===== config.mk =====
export PLATFORM = sky130hd
export DESIGN_NAME = grf_cfg
export DESIGN_NICKNAME = d
export VERILOG_FILES = /design/src/design/grf_pkg.sv /design/src/design/grf_cfg.sv
export SDC_FILE = /design/constraint.sdc
export NUM_CORES = 1
export LEC_CHECK = 0
export BUFFER_PORTS_ARGS = -buffer_cell sky130_fd_sc_hd__buf_2
export CAP_MARGIN = 25
export CORE_UTILIZATION = 31
export CTS_BUF_LIST = sky130_fd_sc_hd__clkbuf_8 sky130_fd_sc_hd__clkbuf_16
export DETAILED_ROUTE_END_ITERATION = 8
export SLEW_MARGIN = 20
export SYNTH_ARGS = -nofsm -noshare
export SYNTH_HDL_FRONTEND = slang
export SYNTH_SLANG_ARGS = --single-unit
export TNS_END_PERCENT = 30

===== constraint.sdc =====
create_clock -name clk -period 1.4 [get_ports clk]
set_input_delay 0.28 -clock clk [delete_from_list [all_inputs] [get_ports clk]]
set_output_delay 0.28 -clock clk [all_outputs]
set_load 0.01 [all_outputs]

===== src/design/grf_pkg.sv =====
// ----------------------------------------------------------------------------
// grf_pkg: shared types and constants for the Gaussian row smoother
// Item and configuration structs, register indexes and fixed field widths.
// ----------------------------------------------------------------------------
package grf_pkg;

  localparam int FIELD_BITS      = 16;
  localparam int COEFF_BITS      = 16;
  localparam int RADIUS_BITS     = 3;
  localparam int SIDE_COUNT      = 6;
  localparam int CFG_INDEX_BITS  = 3;
  localparam int ROUND_SHIFT     = 15;
  localparam int MAX_RADIUS_DEF  = 6;
  localparam int SAMPLE_BITS_DEF = 16;

  localparam logic [RADIUS_BITS-1:0] RADIUS_RESET = RADIUS_BITS'(1);
  localparam logic [COEFF_BITS-1:0]  CENTER_RESET = COEFF_BITS'(32768);

  typedef enum logic [CFG_INDEX_BITS-1:0] {
    REG_RADIUS,
    REG_CENTER,
    REG_SIDE_ONE,
    REG_SIDE_TWO,
    REG_SIDE_THREE,
    REG_SIDE_FOUR,
    REG_SIDE_FIVE,
    REG_SIDE_SIX
  } grf_reg_t;

  typedef struct packed {
    logic signed [FIELD_BITS-1:0] sample;
    logic                         row_end;
  } grf_in_t;

  typedef struct packed {
    logic signed [FIELD_BITS-1:0] smoothed;
    logic                         last;
  } grf_out_t;

  typedef struct packed {
    logic [RADIUS_BITS-1:0]                radius;
    logic [COEFF_BITS-1:0]                 center;
    logic [SIDE_COUNT-1:0][COEFF_BITS-1:0] side;
  } grf_cfg_t;

endpackage


===== src/design/grf_cfg.sv =====
// ----------------------------------------------------------------------------
// grf_cfg: configuration registers
// Holds the radius and kernel weights and presents the radius clamped to the
// supported range.
// ----------------------------------------------------------------------------
module grf_cfg #(
  parameter int MAX_RADIUS = grf_pkg::MAX_RADIUS_DEF
) (
  input  logic                                clk,
  input  logic                                rst,
  input  logic                                cfg_valid,
  output logic                                cfg_ready,
  input  logic [grf_pkg::CFG_INDEX_BITS-1:0]  cfg_index,
  input  logic [grf_pkg::COEFF_BITS-1:0]      cfg_data,
  output grf_pkg::grf_cfg_t                   cfg
);
  import grf_pkg::*;

  logic [RADIUS_BITS-1:0]                radius;
  logic [COEFF_BITS-1:0]                 center;
  logic [SIDE_COUNT-1:0][COEFF_BITS-1:0] side;

  assign cfg_ready = 1'b1;

  always_ff @(posedge clk) begin
    if (rst) begin
      radius <= RADIUS_RESET;
      center <= CENTER_RESET;
      side   <= '0;
    end else if (cfg_valid) begin
      unique case (grf_reg_t'(cfg_index))
        REG_RADIUS:     radius  <= cfg_data[RADIUS_BITS-1:0];
        REG_CENTER:     center  <= cfg_data;
        REG_SIDE_ONE:   side[0] <= cfg_data;
        REG_SIDE_TWO:   side[1] <= cfg_data;
        REG_SIDE_THREE: side[2] <= cfg_data;
        REG_SIDE_FOUR:  side[3] <= cfg_data;
        REG_SIDE_FIVE:  side[4] <= cfg_data;
        REG_SIDE_SIX:   side[5] <= cfg_data;
      endcase
    end
  end

  always_comb begin
    cfg.center = center;
    cfg.side   = side;
    if (radius == '0) begin
      cfg.radius = RADIUS_BITS'(1);
    end else if (radius > RADIUS_BITS'(MAX_RADIUS)) begin
      cfg.radius = RADIUS_BITS'(MAX_RADIUS);
    end else begin
      cfg.radius = radius;
    end
  end

endmodule


# Yosys cells after proc, flatten, opt, wreduce, memory -nomap -nowiden
# Cells that the tools add are included.
totals:
  wordCells: 28
  ff_bits: 115
  inputBits: 22
  output_inout_bits: 116
classes:
  n_lt_le_gt_ge: 1
  mux: 2
  n_reduce_logical: 10
  n_eq_ne: 7
op_table:
  columns: ["operator", "count"]
  rows:
  - ["2-bit AND reduction", 8]
  - ["3-bit == test, second input constant", 4]
  - ["3-bit by 2-bit == test with 1-bit output, second input constant", 2]
  - ["3-bit logical NOT", 2]
  - ["3-bit 2-to-1 mux", 2]
  - ["3-bit by 1-bit == test with 1-bit output, second input constant", 1]
  - ["3-bit > comparator, second input constant", 1]

# Depth between registers and ports, before layout
depth:
  word_depth: 3
  depth_mapped: 5
  mapped_depth_nobuf: 2

# Worst setup path after synthesis
# No wires, ideal clock.
synth_path:
  kind: "input port to flip-flop"
  start: "input port cfg_index[0] in the netlist's numbering"
  end: "register radius[1]"
  n_path_buf: 2
  required_time_ps: 1271
  setup_ps: 129
  cell_stages: 4
  arrival_time_ps: 1158
  path_slack_ps: 114
  path_cell_list: "buf_2 or4b_1 buf_2 mux2i_1"
synth_between:
  elab_chain_cells: 2
synth_lines:
  columns: ["element", "line_no", "rtl"]
  rows:
  - ["start: declaration", "grf_cfg.sv:13", "input logic [grf_pkg::CFG_INDEX_BITS-1:0] cfg_index,"]
  - ["3-bit logical NOT", "grf_cfg.sv:31", "unique case (grf_reg_t'(cfg_index))"]
  - ["2-bit AND reduction (no line)", null, null]
  - ["end signal: assignment", "grf_cfg.sv:32", "REG_RADIUS: radius <= cfg_data[RADIUS_BITS-1:0];"]
  - ["end: declaration", "grf_cfg.sv:19", "logic [RADIUS_BITS-1:0] radius;"]
# No other way between the ends.
# A chain may end at the register's enable or synchronous reset.

==> metrics.txt <==
# TYPE chip_impl_metric gauge
chip_impl_metric{name="hold-worst-slack",unit="ns"} 0.1579
chip_impl_metric{name="postLayoutCoreUtil",unit="%"} 42.18
chip_impl_metric{name="syn_nets",unit=""} 436
chip_impl_metric{name="placement_rows",unit=""} 44
chip_impl_metric{name="post-dp-hpwl",unit="µm"} 8076
chip_impl_info{name="setup_crit_start_kind",value="register"} 1
chip_impl_info{name="crit-reg2reg-capture",value="radius[1]$_SDFFE_PP0P_"} 1
chip_impl_metric{name="io_pins",unit=""} 138
chip_impl_metric{name="io_buffers",unit=""} 136
chip_impl_metric{name="max_clock_freq",unit="GHz"} 0.6688
chip_impl_metric{name="grtUsageTotal",unit="%"} 15.78
chip_impl_info{name="startpoint_of_the_worst_setup_timing_path",value="radius[2]$_SDFFE_PP0P_"} 1
chip_impl_metric{name="grt_start_max_net_pins",unit=""} 58
chip_impl_metric{name="fp.coreArea",unit="µm²"} 14480
chip_impl_metric{name="report.power.total",unit="mW"} 8.365
chip_impl_metric{name="clk_latency",unit="ns"} 0.41
chip_impl_metric{name="cp_data_required_time",unit="ns"} 1.12
chip_impl_metric{name="detail_route.first_pass.iterations",unit=""} 4
chip_impl_info{name="violated_checks",value="setup timing"} 1
chip_impl_metric{name="final.setup.worst_slack",unit="ns"} -0.09521
chip_impl_metric{name="ctsLongestPathBuffers",unit=""} 2
chip_impl_metric{name="antenna_found_initial",unit=""} 0
chip_impl_metric{name="timing_max_transition_violations_final",unit=""} 0
chip_impl_metric{name="globalRouteOverflowTotal",unit=""} 0
chip_impl_metric{name="r2r.worst_path.cells",unit=""} 3
chip_impl_metric{name="fin_nets",unit=""} 567
chip_impl_info{name="unrepaired_setup_endpoints_after_global_routing",value="true"} 1
chip_impl_metric{name="ys_seq_area_share",unit="%"} 50.18
chip_impl_metric{name="floorplan.initialDensity",unit="%"} 31.69
chip_impl_info{name="timing.rr.start",value="radius[1]$_SDFFE_PP0P_"} 1
chip_impl_metric{name="worst_setup_hold_path_clk_slew",unit="ns"} 0.05
chip_impl_metric{name="flop_to_flop_setup_slack",unit="ns"} 0.66
chip_impl_metric{name="die_height",unit="µm"} 123.7
chip_impl_metric{name="flow.area_growth_from_synthesis",unit="%"} 33.11
chip_impl_metric{name="postCtsHoldBufs",unit=""} 0
chip_impl_info{name="cts_root_buffer",value="sky130_fd_sc_hd__clkbuf_16"} 1
chip_impl_info{name="worst_setup_path_end",value="cfg[112]"} 1
chip_impl_metric{name="drive_gt1_share",unit="%"} 33.39
chip_impl_metric{name="routed_wl",unit="µm"} 11730
chip_impl_metric{name="final_min_period_over_clock_period",unit="%"} 106.8
chip_impl_metric{name="gp_congestion",unit=""} 0.7376
chip_impl_metric{name="numCtsBuffers",unit=""} 17
chip_impl_metric{name="avgRoutedWirePerCell",unit="µm"} 15.83
chip_impl_metric{name="timing.critical_path.arrival",unit="ns"} 1.22
chip_impl_metric{name="ir_drop",unit="µV"} 748.1
chip_impl_metric{name="finalCriticalPeriod",unit="ns"} 1.495
chip_impl_metric{name="post_synth.cell_area_avg",unit="µm²"} 11.08
chip_impl_metric{name="synthesis.instances",unit=""} 414
chip_impl_metric{name="detail_route.iter0.violations",unit=""} 168
chip_impl_metric{name="power_leakage",unit="nW"} 3.237
chip_impl_metric{name="dr_total_vias",unit=""} 3336
chip_impl_metric{name="avgViaCountPerCell",unit=""} 4.502
chip_impl_metric{name="dieArea",unit="µm²"} 15290
chip_impl_info{name="worst-setup-path-type",value="reg2out"} 1
chip_impl_metric{name="ant_nets",unit=""} 0
chip_impl_metric{name="drc_errors",unit=""} 0
chip_impl_metric{name="finalClockSkew",unit="ns"} 0
chip_impl_metric{name="clock_sinks",unit=""} 115
chip_impl_metric{name="antenna_cells_inserted",unit=""} 0
chip_impl_metric{name="via_count_of_the_first_global_routing_pass",unit=""} 3185
chip_impl_metric{name="synth.ff_latch_count",unit=""} 115
chip_impl_metric{name="report.final.setup_viol",unit=""} 1
chip_impl_metric{name="crit_fanout",unit=""} 2
chip_impl_info{name="critical_path.endpoint_type",value="output port"} 1
chip_impl_metric{name="die_w",unit="µm"} 123.7
chip_impl_metric{name="hold_violations",unit=""} 0
chip_impl_metric{name="max_cap_violations",unit=""} 0
chip_impl_metric{name="synth.cell_area",unit="µm²"} 4588
chip_impl_info{name="path_class_of_the_lowest_slack_min_delay_path",value="in2reg"} 1
chip_impl_metric{name="cts_max_level",unit=""} 4
chip_impl_metric{name="power_density_over_cell_area",unit="nW/µm²"} 1370
chip_impl_metric{name="synth_cell_types",unit=""} 17
chip_impl_info{name="result_of_the_run",value="finished with violations"} 1
chip_impl_info{name="tritoncts",value="yes"} 1
chip_impl_metric{name="synthesis.yosys.warnings",unit=""} 0
chip_impl_metric{name="grt_first_pass_wirelength",unit="µm"} 17490
[layout make-up]
cell class,instances,area (µm²)
Multi-Input combinational cell,260,2093
Clock inverter,10,131.4
Inverter,2,7.507
Clock buffer,21,480.5
Timing Repair Buffer,149,859.6
Fill cell,1402,8372
Sequential cell,115,2305
Tap cell,184,230.2
[power by group]
part | total [mW] | switching [mW] | leakage, nW | internal, mW
Sequential | 3.39 | 0.0397 | 0.932 | 3.35
Combinational | 0.505 | 0.273 | 2.01 | 0.232
Clock | 4.47 | 1.51 | 0.298 | 2.96
Total | 8.36 | 1.83 | 3.24 | 6.54
[worst max-delay path, stage by stage (launching register included)]
cell	delay, ns
sky130_fd_sc_hd__dfxtp_2	0.33
sky130_fd_sc_hd__inv_2	0.03
sky130_fd_sc_hd__maj3_2	0.31
sky130_fd_sc_hd__buf_6	0.13
[kinds of logic after synthesis]
group | synth area share [%]
flops | 50.18
mux | 25.09
simple gates | 20.21
fa+ha+maj | 0.2182
buf+inv | 4.227
other cells | 0.08173
[metrics by stage]
stage	instance area [µm²]	std cells	setup slack, ns	TNS (ns)
floorplan	4588	414	0.1136	0
detailed placement	5470	708	0.03193	0
finish	6107	741	-0.09521	-0.09521
global route	6107	741	-0.1371	-0.1371
global placement	5470	708	0.05794	0
CTS	6100	740	-0.1206	-0.1206
[repair_timing]
action	in CTS	in global routing
endpoints found under the setup margin	1	1
pin swaps	0	1
gates cloned	0	0
hold endpoints to repair	0	0
resized for setup	5	1
buffers inserted	1	1
[worst min path at each step]
stage                          from                       to  slack [ns]  cells after the start
3_3_place_gp   cfg[23]$_SDFFE_PP0P_     cfg[23]$_SDFFE_PP0P_        0.46                      2
6_report                cfg_data[0]   radius[0]$_SDFFE_PP1P_        0.16                      3
2_1_floorplan           cfg_data[0]   radius[0]$_SDFFE_PP1P_        0.44                      2
3_5_place_dp   cfg[29]$_SDFFE_PP0P_     cfg[29]$_SDFFE_PP0P_        0.46                      2
4_1_cts                 cfg_data[0]   radius[0]$_SDFFE_PP1P_        0.14                      3
5_1_grt                cfg_data[15]  center[15]$_SDFFE_PP1P_        0.16                      3
[synthesized netlist by cell type]
cell type / count / area [µm²]
sky130_fd_sc_hd__nand2b_1: 129 / 807.0
sky130_fd_sc_hd__or4b_1: 1 / 10.01
sky130_fd_sc_hd__mux2i_1: 115 / 1151
sky130_fd_sc_hd__inv_1: 2 / 7.510
sky130_fd_sc_hd__conb_1: 1 / 3.750
sky130_fd_sc_hd__maj3_1: 1 / 10.01
sky130_fd_sc_hd__nand4bb_1: 3 / 33.78
sky130_fd_sc_hd__buf_2: 11 / 55.05
sky130_fd_sc_hd__buf_6: 1 / 11.26
sky130_fd_sc_hd__buf_4: 7 / 52.55
sky130_fd_sc_hd__nand4b_1: 3 / 26.28
sky130_fd_sc_hd__clkbuf_1: 18 / 67.56
sky130_fd_sc_hd__dfxtp_1: 115 / 2302
sky130_fd_sc_hd__nand4_2: 1 / 12.51
sky130_fd_sc_hd__nor2_1: 4 / 15.01
sky130_fd_sc_hd__and4bb_2: 1 / 12.51
sky130_fd_sc_hd__and4b_1: 1 / 10.01
[sequential cells by signal, summed over array words and instances, names as in the netlist]
signal,flops
cfg,96
center,16
radius,3
[cells in the final DEF, fill, tap and decap left out, types with 4 or more instances in the layout]
master	instances
sky130_fd_sc_hd__buf_12	6
sky130_fd_sc_hd__buf_2	135
sky130_fd_sc_hd__buf_4	7
sky130_fd_sc_hd__clkbuf_16	17
sky130_fd_sc_hd__clkbuf_8	4
sky130_fd_sc_hd__dfxtp_1	113
sky130_fd_sc_hd__mux2i_1	115
sky130_fd_sc_hd__nand2b_1	129
sky130_fd_sc_hd__nor2_1	4
[metal layers]
metal | share of wire, % | track usage [%] | up-vias
met5 | 0 | 0 | -
met4 | 1.6 | 7.380 | 0
met3 | 5.3 | 4.808 | 17
met2 | 45 | 23.47 | 87
met1 | 48 | 20.76 | 1604
li1 | - | - | 1628
No activity file was read; power rests on OpenSTA's default activity.
