`config.mk`:
```
export PLATFORM = sky130hd
export DESIGN_NAME = grf_window
export DESIGN_NICKNAME = d
export VERILOG_FILES = /design/src/design/grf_pkg.sv /design/src/design/grf_window.sv
export SDC_FILE = /design/constraint.sdc
export NUM_CORES = 1
export LEC_CHECK = 0
export ABC_CLOCK_PERIOD_IN_PS = 6400
export BUFFER_PORTS_ARGS = -buffer_cell sky130_fd_sc_hd__buf_4
export CORE_UTILIZATION = 30
export DETAILED_ROUTE_END_ITERATION = 12
export PLACE_DENSITY = 0.47
export REMOVE_ABC_BUFFERS = 1
export SETUP_SLACK_MARGIN = 0.2
export SYNTH_ARGS = -nofsm -noshare
export SYNTH_HDL_FRONTEND = slang
export SYNTH_SLANG_ARGS = --single-unit
```
`constraint.sdc`:
```
create_clock -name clk -period 6.4 [get_ports clk]
set_input_delay 0.96 -clock clk [delete_from_list [all_inputs] [get_ports clk]]
set_output_delay 0.96 -clock clk [all_outputs]
set_load 0.005 [all_outputs]
```
`src/design/grf_pkg.sv`:
```
// ----------------------------------------------------------------------------
// grf_pkg: shared types and constants for the Gaussian row smoother
// Item and configuration structs, register indexes and fixed field widths.
// ----------------------------------------------------------------------------
package grf_pkg;

  localparam int FIELD_BITS      = 16;
  localparam int COEFF_BITS      = 16;
  localparam int RADIUS_BITS     = 3;
  localparam int SIDE_COUNT      = 6;
  localparam int CFG_INDEX_BITS  = 3;
  localparam int ROUND_SHIFT     = 15;
  localparam int MAX_RADIUS_DEF  = 6;
  localparam int SAMPLE_BITS_DEF = 16;

  localparam logic [RADIUS_BITS-1:0] RADIUS_RESET = RADIUS_BITS'(1);
  localparam logic [COEFF_BITS-1:0]  CENTER_RESET = COEFF_BITS'(32768);

  typedef enum logic [CFG_INDEX_BITS-1:0] {
    REG_RADIUS,
    REG_CENTER,
    REG_SIDE_ONE,
    REG_SIDE_TWO,
    REG_SIDE_THREE,
    REG_SIDE_FOUR,
    REG_SIDE_FIVE,
    REG_SIDE_SIX
  } grf_reg_t;

  typedef struct packed {
    logic signed [FIELD_BITS-1:0] sample;
    logic                         row_end;
  } grf_in_t;

  typedef struct packed {
    logic signed [FIELD_BITS-1:0] smoothed;
    logic                         last;
  } grf_out_t;

  typedef struct packed {
    logic [RADIUS_BITS-1:0]                radius;
    logic [COEFF_BITS-1:0]                 center;
    logic [SIDE_COUNT-1:0][COEFF_BITS-1:0] side;
  } grf_cfg_t;

endpackage

```
`src/design/grf_window.sv`:
```
// ----------------------------------------------------------------------------
// grf_window: delay line and window capture
// Shifts accepted samples into the tap line, counts the samples of the row
// and captures a full window whenever the row has filled it.
// ----------------------------------------------------------------------------
module grf_window #(
  parameter int MAX_RADIUS  = grf_pkg::MAX_RADIUS_DEF,
  parameter int SAMPLE_BITS = grf_pkg::SAMPLE_BITS_DEF
) (
  input  logic                                   clk,
  input  logic                                   rst,
  input  logic                                   feed_valid,
  output logic                                   feed_stall,
  input  grf_pkg::grf_in_t                       feed,
  input  logic [grf_pkg::RADIUS_BITS-1:0]        radius,
  output logic                                   win_valid,
  output logic                                   win_last,
  output logic [2*MAX_RADIUS:0][SAMPLE_BITS-1:0] win,
  input  logic                                   win_ready
);
  import grf_pkg::*;

  localparam int TAP_DEPTH = 2 * MAX_RADIUS;
  localparam int FILL_W    = $clog2(TAP_DEPTH + 1);

  logic [SAMPLE_BITS-1:0] taps [TAP_DEPTH];
  logic [FILL_W-1:0]      fill_count;
  logic [FILL_W-1:0]      twice_r;
  logic [SAMPLE_BITS-1:0] sample_in;
  logic                   hold_free;
  logic                   accept;
  logic                   produce;

  assign sample_in  = feed.sample[SAMPLE_BITS-1:0];
  assign hold_free  = !win_valid || win_ready;
  assign feed_stall = !hold_free;
  assign accept     = feed_valid && hold_free;
  assign twice_r    = FILL_W'({radius, 1'b0});
  assign produce    = fill_count >= twice_r;

  always_ff @(posedge clk) begin
    if (rst) begin
      win_valid  <= 1'b0;
      fill_count <= '0;
      for (int i = 0; i < TAP_DEPTH; i++) begin
        taps[i] <= '0;
      end
    end else begin
      if (hold_free) begin
        win_valid <= accept && produce;
      end
      if (accept) begin
        taps[0] <= sample_in;
        for (int i = 1; i < TAP_DEPTH; i++) begin
          taps[i] <= taps[i-1];
        end
        if (feed.row_end) begin
          fill_count <= '0;
        end else if (fill_count < FILL_W'(TAP_DEPTH)) begin
          fill_count <= fill_count + FILL_W'(1);
        end
      end
    end
  end

  always_ff @(posedge clk) begin
    if (accept) begin
      win_last <= feed.row_end;
      win[0]   <= sample_in;
      for (int i = 0; i < TAP_DEPTH; i++) begin
        win[i+1] <= taps[i];
      end
    end
  end

endmodule

```
# Yosys cells after proc, flatten, opt, wreduce, memory -nomap -nowiden
# Memory sizes are Yosys's and may differ from the RTL's. A register that Yosys moved wholly into a read port is not among the register bits.
# Cells that the tools add are included.
dict set report totals {
  latch_bits 0
  n_memories 1
  rom_bits 0
  output_inout_bits 211
  mem_bits_rw 192
  elab_cells 57
  regBits 198
}
# name depth width rd rd_ports_with_merged_regs wr line
set mem_list {}
lappend mem_list {taps 12 16 12 1 12 grf_window.sv:26} ;# logic [SAMPLE_BITS-1:0] taps [TAP_DEPTH];
dict set report classes {
  div 0
  n_bitwise 12
  n_shift 0
  n_eq_ne 0
  n_reduce_logical 7
  n_mux 19
  mul 0
  n_lt_le_gt_ge 2
  addsub 1
}
# op n
set ops {}
lappend ops {{16-bit two-way mux} 12}
lappend ops {{1-bit bitwise OR} 12}
lappend ops {{4-bit two-way mux} 2}
lappend ops {{1-bit two-way mux} 5}
lappend ops {{4-bit by 1-bit adder with 4-bit output, second input constant} 1}
lappend ops {{4-bit >= comparator} 1}
lappend ops {{4-bit < comparator, second input constant} 1}
lappend ops {{1-bit logical AND} 2}
lappend ops {{1-bit zero test} 2}
lappend ops {{2-bit AND reduction} 1}
lappend ops {{2-bit nonzero test} 1}
lappend ops {{1-bit logical OR} 1}

# Depth between registers and ports, before layout
# Gate-level depths: netlist of run 1.
dict set report logic_depth {
  ltp_word 7
  mapped_depth 6
  depth_no_buf 5
}

# Worst setup path before layout of run 1
# Ideal clock, no wire load.
dict set report synth_path {
  path_type {input port to flip-flop}
  from {input port win_ready}
  to {memory taps[0][0] in the netlist's numbering, enable pin}
  path_stages 3
  path_buffers 0
  arrival_time_ps 6302
  slack_ps -374
  cell_sequence {nand2b_4 > and2_2 > or2_2}
}
# element line
set synth_rtl {}
lappend synth_rtl {{from (decl)} grf_window.sv:19} ;# input logic win_ready
lappend synth_rtl {{to (decl)} grf_window.sv:26}

# Worst setup path after layout of run 1
dict set report layout_path {
  from {input port win_ready}
  to {register win[15] in the netlist's numbering, enable pin}
}
dict set report layout_between {
  elab_chain_len 2
}
# element line
set layout_rtl {}
lappend layout_rtl {{1-bit logical OR} grf_window.sv:35} ;# assign hold_free = !win_valid || win_ready;
lappend layout_rtl {{1-bit logical AND} grf_window.sv:37} ;# assign accept = feed_valid && hold_free;
lappend layout_rtl {{via accept} grf_window.sv:31} ;# logic accept;
lappend layout_rtl {{to (signal, indexed assignment)} grf_window.sv:71} ;# win[i+1] <= taps[i];
lappend layout_rtl {{to (decl)} grf_window.sv:18} ;# output logic [2*MAX_RADIUS:0][SAMPLE_BITS-1:0] win,
# The timed path passes the listed nets, and every way through them passes these cells.
# A chain may end at the register's enable or synchronous reset.

==> results of run 1 <==
## final cells by class
cell class                      count  area, µm²  share of cell area
Sequential cell                   406      12140              0.6893
Timing Repair Buffer              240       1814              0.1030
Multi-Input combinational cell    220       1535             0.08716
Clock buffer                       53       1156             0.06563
Tap cell                          600      750.7             0.04262
Clock inverter                     25      197.7             0.01122
Inverter                            5      18.77            0.001065
## Yosys cell counts (all sizes together)
cell type	number	area, µm²
buf	1	11.26
nor2b	33	206.5
ha	4	50.05
and2	161	1109
and3	1	6.260
clkbuf	20	87.59
dfxtp	5	100.1
nor2	1	3.750
nor3b	1	18.77
edfxtp	401	12040
nand2	2	7.510
a21o	1	7.510
o41ai	1	8.760
a311o	1	10.01
or2	1	6.260
nand3b	1	7.510
mux2	1	11.26
inv	5	18.76
a21oi	1	5.000
o21bai	1	7.510
a311oi	1	8.760
a211oi	2	15.01
nand2b	2	20.02
nand3	1	5.000
a31oi	2	12.51
nor3	1	5.000
## layer usage
| layer | routed length [µm] | up-vias | track usage |
|---|---|---|---|
| li1 | - | 2944 | - |
| met3 | 2026 | 55 | 0.04182 |
| met4 | 713 | 0 | 0.04789 |
| met5 | 0 | - | 0 |
| met1 | 10610 | 3073 | 0.1318 |
| met2 | 11490 | 166 | 0.1580 |
## report_power, final
part | switching [µW] | internal (µW) | leakage [µW] | total (µW)
logic | 149 | 143 | 0.00189 | 292
registers | 62.4 | 3130 | 0.00428 | 3200
clock network | 993 | 1400 | 0.000656 | 2400
total | 1200 | 4680 | 0.00683 | 5880
## worst max-delay path: cells and delay by family
kind                   cells  cell delay (ns)
and+or+nand+nor            2             0.66
buffers and inverters      3             1.57
## layout by cell type, fill, tap and decap left out, types with 2 or more instances in the layout
master / n
a211oi_1: 2
a31oi_1: 2
and2_1: 80
and2_2: 80
buf_4: 239
bufinv_16: 3
clkbuf_1: 8
clkbuf_16: 45
clkinv_1: 11
clkinv_2: 7
clkinvlp_4: 3
dfxtp_1: 5
edfxtp_1: 401
ha_1: 4
inv_1: 4
nand2_1: 2
nor2b_1: 33
## through the flow
stage | total power (µW) | cell area [µm²] | hold slack (ns) | TNS [ns]
6_report | 5885 | 17610 | 0.4137 | 0
5_1_grt | 6128 | 17610 | 0.4224 | 0
4_1_cts | 6009 | 17610 | 0.4153 | 0
3_5_place_dp | 3561 | 16260 | 0.4057 | 0
3_3_place_gp | 3556 | 16260 | 0.4011 | 0
2_1_floorplan | 3336 | 13690 | 0.4003 | -71.87
## how the worst max path moves through the flow
| stage | start | to | slack, ns | cells after the start |
|---|---|---|---|---|
| 5_1_grt | win_ready | win[43]$_DFFE_PP_ | 3.01 | 5 |
| 6_report | win_ready | win[15]$_DFFE_PP_ | 3.27 | 5 |
| 3_5_place_dp | win_ready | win[12]$_DFFE_PP_ | 2.57 | 5 |
| 4_1_cts | win_ready | win[28]$_DFFE_PP_ | 3.15 | 5 |
| 2_1_floorplan | win_ready | taps[0][0]$_SDFFCE_PN0P_ | -0.37 | 3 |
| 3_3_place_gp | win_ready | win[8]$_DFFE_PP_ | 2.57 | 5 |
## logic make-up (layout without fill, tap and decap cells)
kind of cell,after synthesis,count (layout),synth area share
buf+inv,26,323,0.008528
flops,406,406,0.8804
mux,1,1,0.0008165
compound gates,10,10,0.005444
fa+ha+maj,4,4,0.003629
simple gates,205,205,0.1012
## sequential cells by signal, indices dropped and copies added, names as in the netlist
register	cells
fill_count	4
win	208
win_last	1
win_valid	1
taps	192
==> qor_table.md, run 1 <==
| Parameter | This run |
|:---|:---|
| Clock tree from TritonCTS | built |
| Num CTS Buffers | 45 |
| Power density over the cells | 334.1 nW/µm² |
| Final core occ | 0.3881 |
| Number of max-cap violations | 0 |
| Proportion of synthesized chip area in sequential cells | 0.8804 |
| Clock sink total | 406 |
| Hold Path Cell Cnt | 0 |
| VDD IR max | 0.1618 mV |
| Hold crit path type | reg2reg |
| Final Hold Fails | 0 |
| Reg2Reg Launch Point | win_valid$_SDFFE_PP0N_ |
| Tcrit/Tclk final | 0.4893 |
| Fraction of layout cells with a size suffix above 1 | 0.4057 |
| Worst reg-to-reg setup slack | 3.46 ns |
| Number of buffers on the longest clock path | 3 |
| Post-Place Worst Slack | 2.569 ns |
| GRT Resource Usage Total | 0.1047 |
| Number of buffer cells added on primary ports | 234 |
| Final-layout fill cell count | 4,220 |
| Worst hold endpoint | win[200]$_DFFE_PP_ |
| Setup slack of the critical path after layout | 3.268 ns |
| Length in cells of the worst reg-to-reg path | 4 |
| Post-synth cell types | 30 |
| Clk Latency, worst-skew pair | 0.55 ns |
| Total congestion overflow after global routing | 0 |
| CP required | 6.56 ns |
| Cells traversed along the worst timing path | buf_4 -> nand2b_4 -> and2_4 -> buf_4 -> buf_4 |
| Initial antenna violation count | 0 |
| Most common cell type on the critical path | buf_4 |
| Via density per instance | 4.027 |
| Maximum cell stage delay along the critical path | 0.87 ns |
| Placed wire-length estimate | 13,870 µm |
| Number of max-slew violations in the final report | 0 |
| Synthesized cell area | 13,790 µm² |
| Iteration-0 DRC count of the detailed router | 390 |
| Endpoint type of the worst setup path | register |
| CTS H-Tree Depth | 2 |
| CTS Hold Buffers Added | 0 |
| Number of optimization iterations in the first detailed-route pass | 6 |
| Initial standard-cell utilization of the core | 0.3039 |
| Max Fclk | 0.3193 GHz |
| Antenna cell count | 0 |
| Number of nets in the layout | 946 |
| Floorplan Core Area | 45,380 µm² |
| Number of placement rows | 78 |
| Unrepaired setup endpoints after global routing | false |
| Avg WL per Cell | 16.04 µm |
| Peak fanout along the critical path | 74 |
| Largest net degree at the start of global routing | 164 |
| Weighted congestion at the end of routability-driven global placement | 0.6771 |
| First-pass GRT wire length | 37,140 µm |
| Die area | 46,830 µm² |
| Slew Limit Headroom | 0.3146 |
| Yosys warns | 0 |
| Area overhead of the layout relative to synthesis | 27.73% |
| Count of mapped cells out of synthesis | 652 |
| Final-report setup violation count | 0 |
| DIE WIDTH | 216.4 µm |
| Reg2Reg Capture Point | win[15]$_DFFE_PP_ |
| Transition at the pin with the smallest max-transition slack | 1.028 ns |
| Vias in the first global route | 6,146 |
| Cts repair resizes | 0 |
| Critical path type | in2reg |
| Startpoint of the worst hold path | taps[11][8]$_SDFFCE_PP0P_ |
| Pleak | 0.006825 µW |
| Post-Route WL | 24,850 µm |
| Flops & latches, synth | 406 |
| Top Ports | 235 |
| Post-Layout Cell Count | 1,549 |
| Die height | 216.4 µm |
| Outcome | complete, no violations |
| Number of cells after detailed placement | 1,471 |
| Nature of the critical path startpoint | input pin |
| Antenna-violating nets left | 0 |
| Arrival time of the worst setup path | 3.30 ns |
| Library cell used as clock root buffer | clkbuf_16 |
| CP max-delay cell | buf_4 |
| Post-CTS setup-driven buffer insertion count | 0 |
| Drt drc | 0 |
| Synthesized area per cell | 21.15 µm² |
| Time the worst path needs with I/O delays and setup | 3.132 ns |
| Clock Pin Slew Worst Setup and Hold Paths | 0.06 ns |
| Total number of vias | 6,238 |
| Setup clock skew after layout | 0.01315 ns |
Power figures use the tool's default switching activity.
==> run 2, diff against run 1 <==
--- a/config.mk
+++ b/config.mk
@@ -5,7 +5,7 @@
 export SDC_FILE = /design/constraint.sdc
 export NUM_CORES = 1
 export LEC_CHECK = 0
-export ABC_CLOCK_PERIOD_IN_PS = 6400
+export ABC_CLOCK_PERIOD_IN_PS = 2700
 export BUFFER_PORTS_ARGS = -buffer_cell sky130_fd_sc_hd__buf_4
 export CORE_UTILIZATION = 30
 export DETAILED_ROUTE_END_ITERATION = 12
==> constraint.sdc (replaced) <==
create_clock -name clk -period 2.7 [get_ports clk]
set_input_delay 0.405 -clock clk [delete_from_list [all_inputs] [get_ports clk]]
set_output_delay 0.405 -clock clk [all_outputs]
set_load 0.005 [all_outputs]
==> run 2 against run 1 <==
  * Sequential share of layout area decreased by 1.6 points
  * Worst setup slack worse by 2.5 ns
  * Combinational power increased to 2.5 times the previous value
  * Design area is 2.4% higher
  * Clock power rose to 2.6 times the previous value
  * Clock-buffer cell count did not move
  * Die area stayed put
  * Non-clock buffer count grew 22
  * Sequential power rose by 140%
  * Worst hold slack got worse by 0.32 ns
  * Largest cell class unchanged
==> qor_table.md, run 2 (synthesized netlist as in run 1, its figures left out) <==
| Parameter | This run |
|:---|:---|
| Total congestion overflow after global routing | 0 |
| Setup slack of the critical path after layout | 0.7827 ns |
| CTS H-Tree Depth | 2 |
| Post-Place Worst Slack | 0.5818 ns |
| Avg WL per Cell | 16.10 µm |
| Clock Pin Slew Worst Setup and Hold Paths | 0.06 ns |
| Via density per instance | 3.999 |
| Proportion of power drawn by combinational gates | 0.051 |
| Reg2Reg Capture Point | win[154]$_DFFE_PP_ |
| Clock sink total | 406 |
| Library cell used as clock root buffer | clkbuf_16 |
| Number of optimization iterations in the first detailed-route pass | 4 |
| Post-Route WL | 25,330 µm |
| Peak fanout along the critical path | 73 |
| DIE WIDTH | 216.4 µm |
| Number of flip-flops under the largest register name | 208 |
| Final-layout fill cell count | 4,143 |
| Vias in the first global route | 6,264 |
| Unrepaired setup endpoints after global routing | false |
| Initial antenna violation count | 0 |
| Antenna-violating nets left | 0 |
| Pleak | 0.007025 µW |
| CP required | 2.91 ns |
| Setup clock skew after layout | 0.01039 ns |
| Weighted congestion at the end of routability-driven global placement | 0.6699 |
| Power share of the clock group | 0.426 |
| Clk Latency, worst-skew pair | 0.56 ns |
| Num CTS Buffers | 45 |
| GRT Resource Usage Total | 0.1061 |
| Nature of the critical path startpoint | register |
| Endpoint type of the worst setup path | register |
| Number of cells after detailed placement | 1,477 |
| Number of buffers on the longest clock path | 3 |
| VDD IR max | 0.5231 mV |
| Register bank with the most flops | win |
| Final Hold Fails | 0 |
| Total number of vias | 6,291 |
| Worst reg-to-reg setup slack | 0.78 ns |
| Startpoint of the worst hold path | feed[0] |
| Antenna cell count | 0 |
| Die area | 46,830 µm² |
| Reg2Reg Launch Point | win_valid$_SDFFE_PP0N_ |
| Initial standard-cell utilization of the core | 0.3039 |
| Hold Path Cell Cnt | 1 |
| Number of nets in the layout | 968 |
| Critical path type | reg2reg |
| Final standard cell area without fillers | 18,030 µm² |
| Tcrit/Tclk final | 0.7101 |
| Max Fclk | 0.5216 GHz |
| Net Sw Power | 2944 µW |
| Hold crit path type | in2reg |
| Placed wire-length estimate | 14,760 µm |
| Area overhead of the layout relative to synthesis | 30.77% |
| First-pass GRT wire length | 37,560 µm |
| Drt drc | 0 |
| Time the worst path needs with I/O delays and setup | 1.917 ns |
| Most frequent standard cell in the layout excluding fill and tap cells | edfxtp_1 |
| Largest net degree at the start of global routing | 76 |
| Internal power of the cells | 11,540 µW |
| Top Ports | 235 |
| Iteration-0 DRC count of the detailed router | 426 |
| Total design power | 14,490 µW |
| Top flop regs | win: 208 flops, taps: 192 flops, fill_count: 4 flops |
| Number of max-slew violations in the final report | 0 |
| Post-Layout Cell Count | 1,573 |
| Number of max-cap violations | 0 |
| Number of buffer cells added on primary ports | 234 |
| Transition at the pin with the smallest max-transition slack | 0.4924 ns |
| Die height | 216.4 µm |
| Worst hold endpoint | win_last$_DFFE_PP_ |
| Length in cells of the worst reg-to-reg path | 4 |
| Arrival time of the worst setup path | 2.12 ns |
| Fraction of power spent switching nets | 0.2032 |
| Fraction of layout cells with a size suffix above 1 | 0.4111 |
| Slew Limit Headroom | 0.6717 |
| Highest-count cells in the layout ignoring fill and taps | edfxtp_1 (401), buf_4 (239), and2_2 (80), and2_1 (80), clkbuf_16 (47) |
| Instance area at placement | 16,380 µm² |
| Number of placement rows | 78 |
| Outcome | complete, no violations |
| Register share of total power | 0.523 |
| Clock tree from TritonCTS | built |
| Floorplan Core Area | 45,380 µm² |
| Power density over the cells | 803.3 nW/µm² |
| Cts repair resizes | 0 |
| Final core occ | 0.3974 |
| Final-report setup violation count | 0 |
==> run 2: cell count changes in the layout (fill, tap and decap cells not counted), moves of 3 or more <==
cell,previous run,this run
dlygate4sd3_1,0,16
bufinv_16,3,6
clkinv_2,7,10
clkinv_1,11,6
buf_12,1,7
==> run 2: worst max-delay path: stages (launching register included) <==
cell and delay (ns):
dfxtp_1 0.33, nand2b_4 0.11, and2_4 0.17, buf_12 0.35, buf_4 0.48
==> run 2: cell type report <==
| type | count | area, µm² | area share |
|---|---|---|---|
| inverters | 5 | 18.77 | 0.001041 |
| flip-flops and latches | 406 | 12140 | 0.6733 |
| well taps | 600 | 750.7 | 0.04163 |
| clock inverters | 27 | 294.0 | 0.01630 |
| repair buffers | 262 | 2095 | 0.1161 |
| multi-input cells | 220 | 1535 | 0.08513 |
| clock buffers | 53 | 1199 | 0.06647 |
==> run 2: repair_timing <==
action	in CTS	in global routing
endpoints found under the hold margin	16	0
buffers inserted	0	0
hold buffers	16	0
==> run 2: worst max-delay path by stage <==
stage | slack, ns | from | end | cells past startpoint
floorplan | -3.52 | win_ready | taps[0][0]$_SDFFCE_PN0P_ | 3
global placement | 0.59 | win_ready | win[162]$_DFFE_PP_ | 5
detailed placement | 0.58 | win_ready | win[162]$_DFFE_PP_ | 5
CTS | 0.78 | win_valid$_SDFFE_PP0N_ | win[97]$_DFFE_PP_ | 4
global route | 0.65 | win_valid$_SDFFE_PP0N_ | win[148]$_DFFE_PP_ | 4
finish | 0.78 | win_valid$_SDFFE_PP0N_ | win[154]$_DFFE_PP_ | 4
==> run 2: per-layer routing <==
metal,share of wire,global-route usage,up-vias
li1,-,-,2993
met1,0.43,0.1307,3077
met2,0.46,0.1631,164
met3,0.082,0.04898,57
met4,0.028,0.03803,0
met5,0,0,-
==> run 2: power groups by stage <==
stage | combinational (µW) | clock (µW) | sequential, µW
4_1_cts | 766 | 6410 | 7590
2_1_floorplan | 192 | 0 | 7720
3_3_place_gp | 742 | 0 | 7710
6_report | 735 | 6170 | 7580
5_1_grt | 807 | 6620 | 7630
3_5_place_dp | 747 | 0 | 7720
==> run 2: stage by stage <==
| step | setup TNS (ns) | hold slack, ns |
|---|---|---|
| 2_1_floorplan | -899.30 | 0.4003 |
| 6_report | 0 | 0.09105 |
| 4_1_cts | 0 | 0.03796 |
| 3_3_place_gp | 0 | 0.4011 |
| 3_5_place_dp | 0 | 0.4052 |
| 5_1_grt | 0 | 0.04558 |
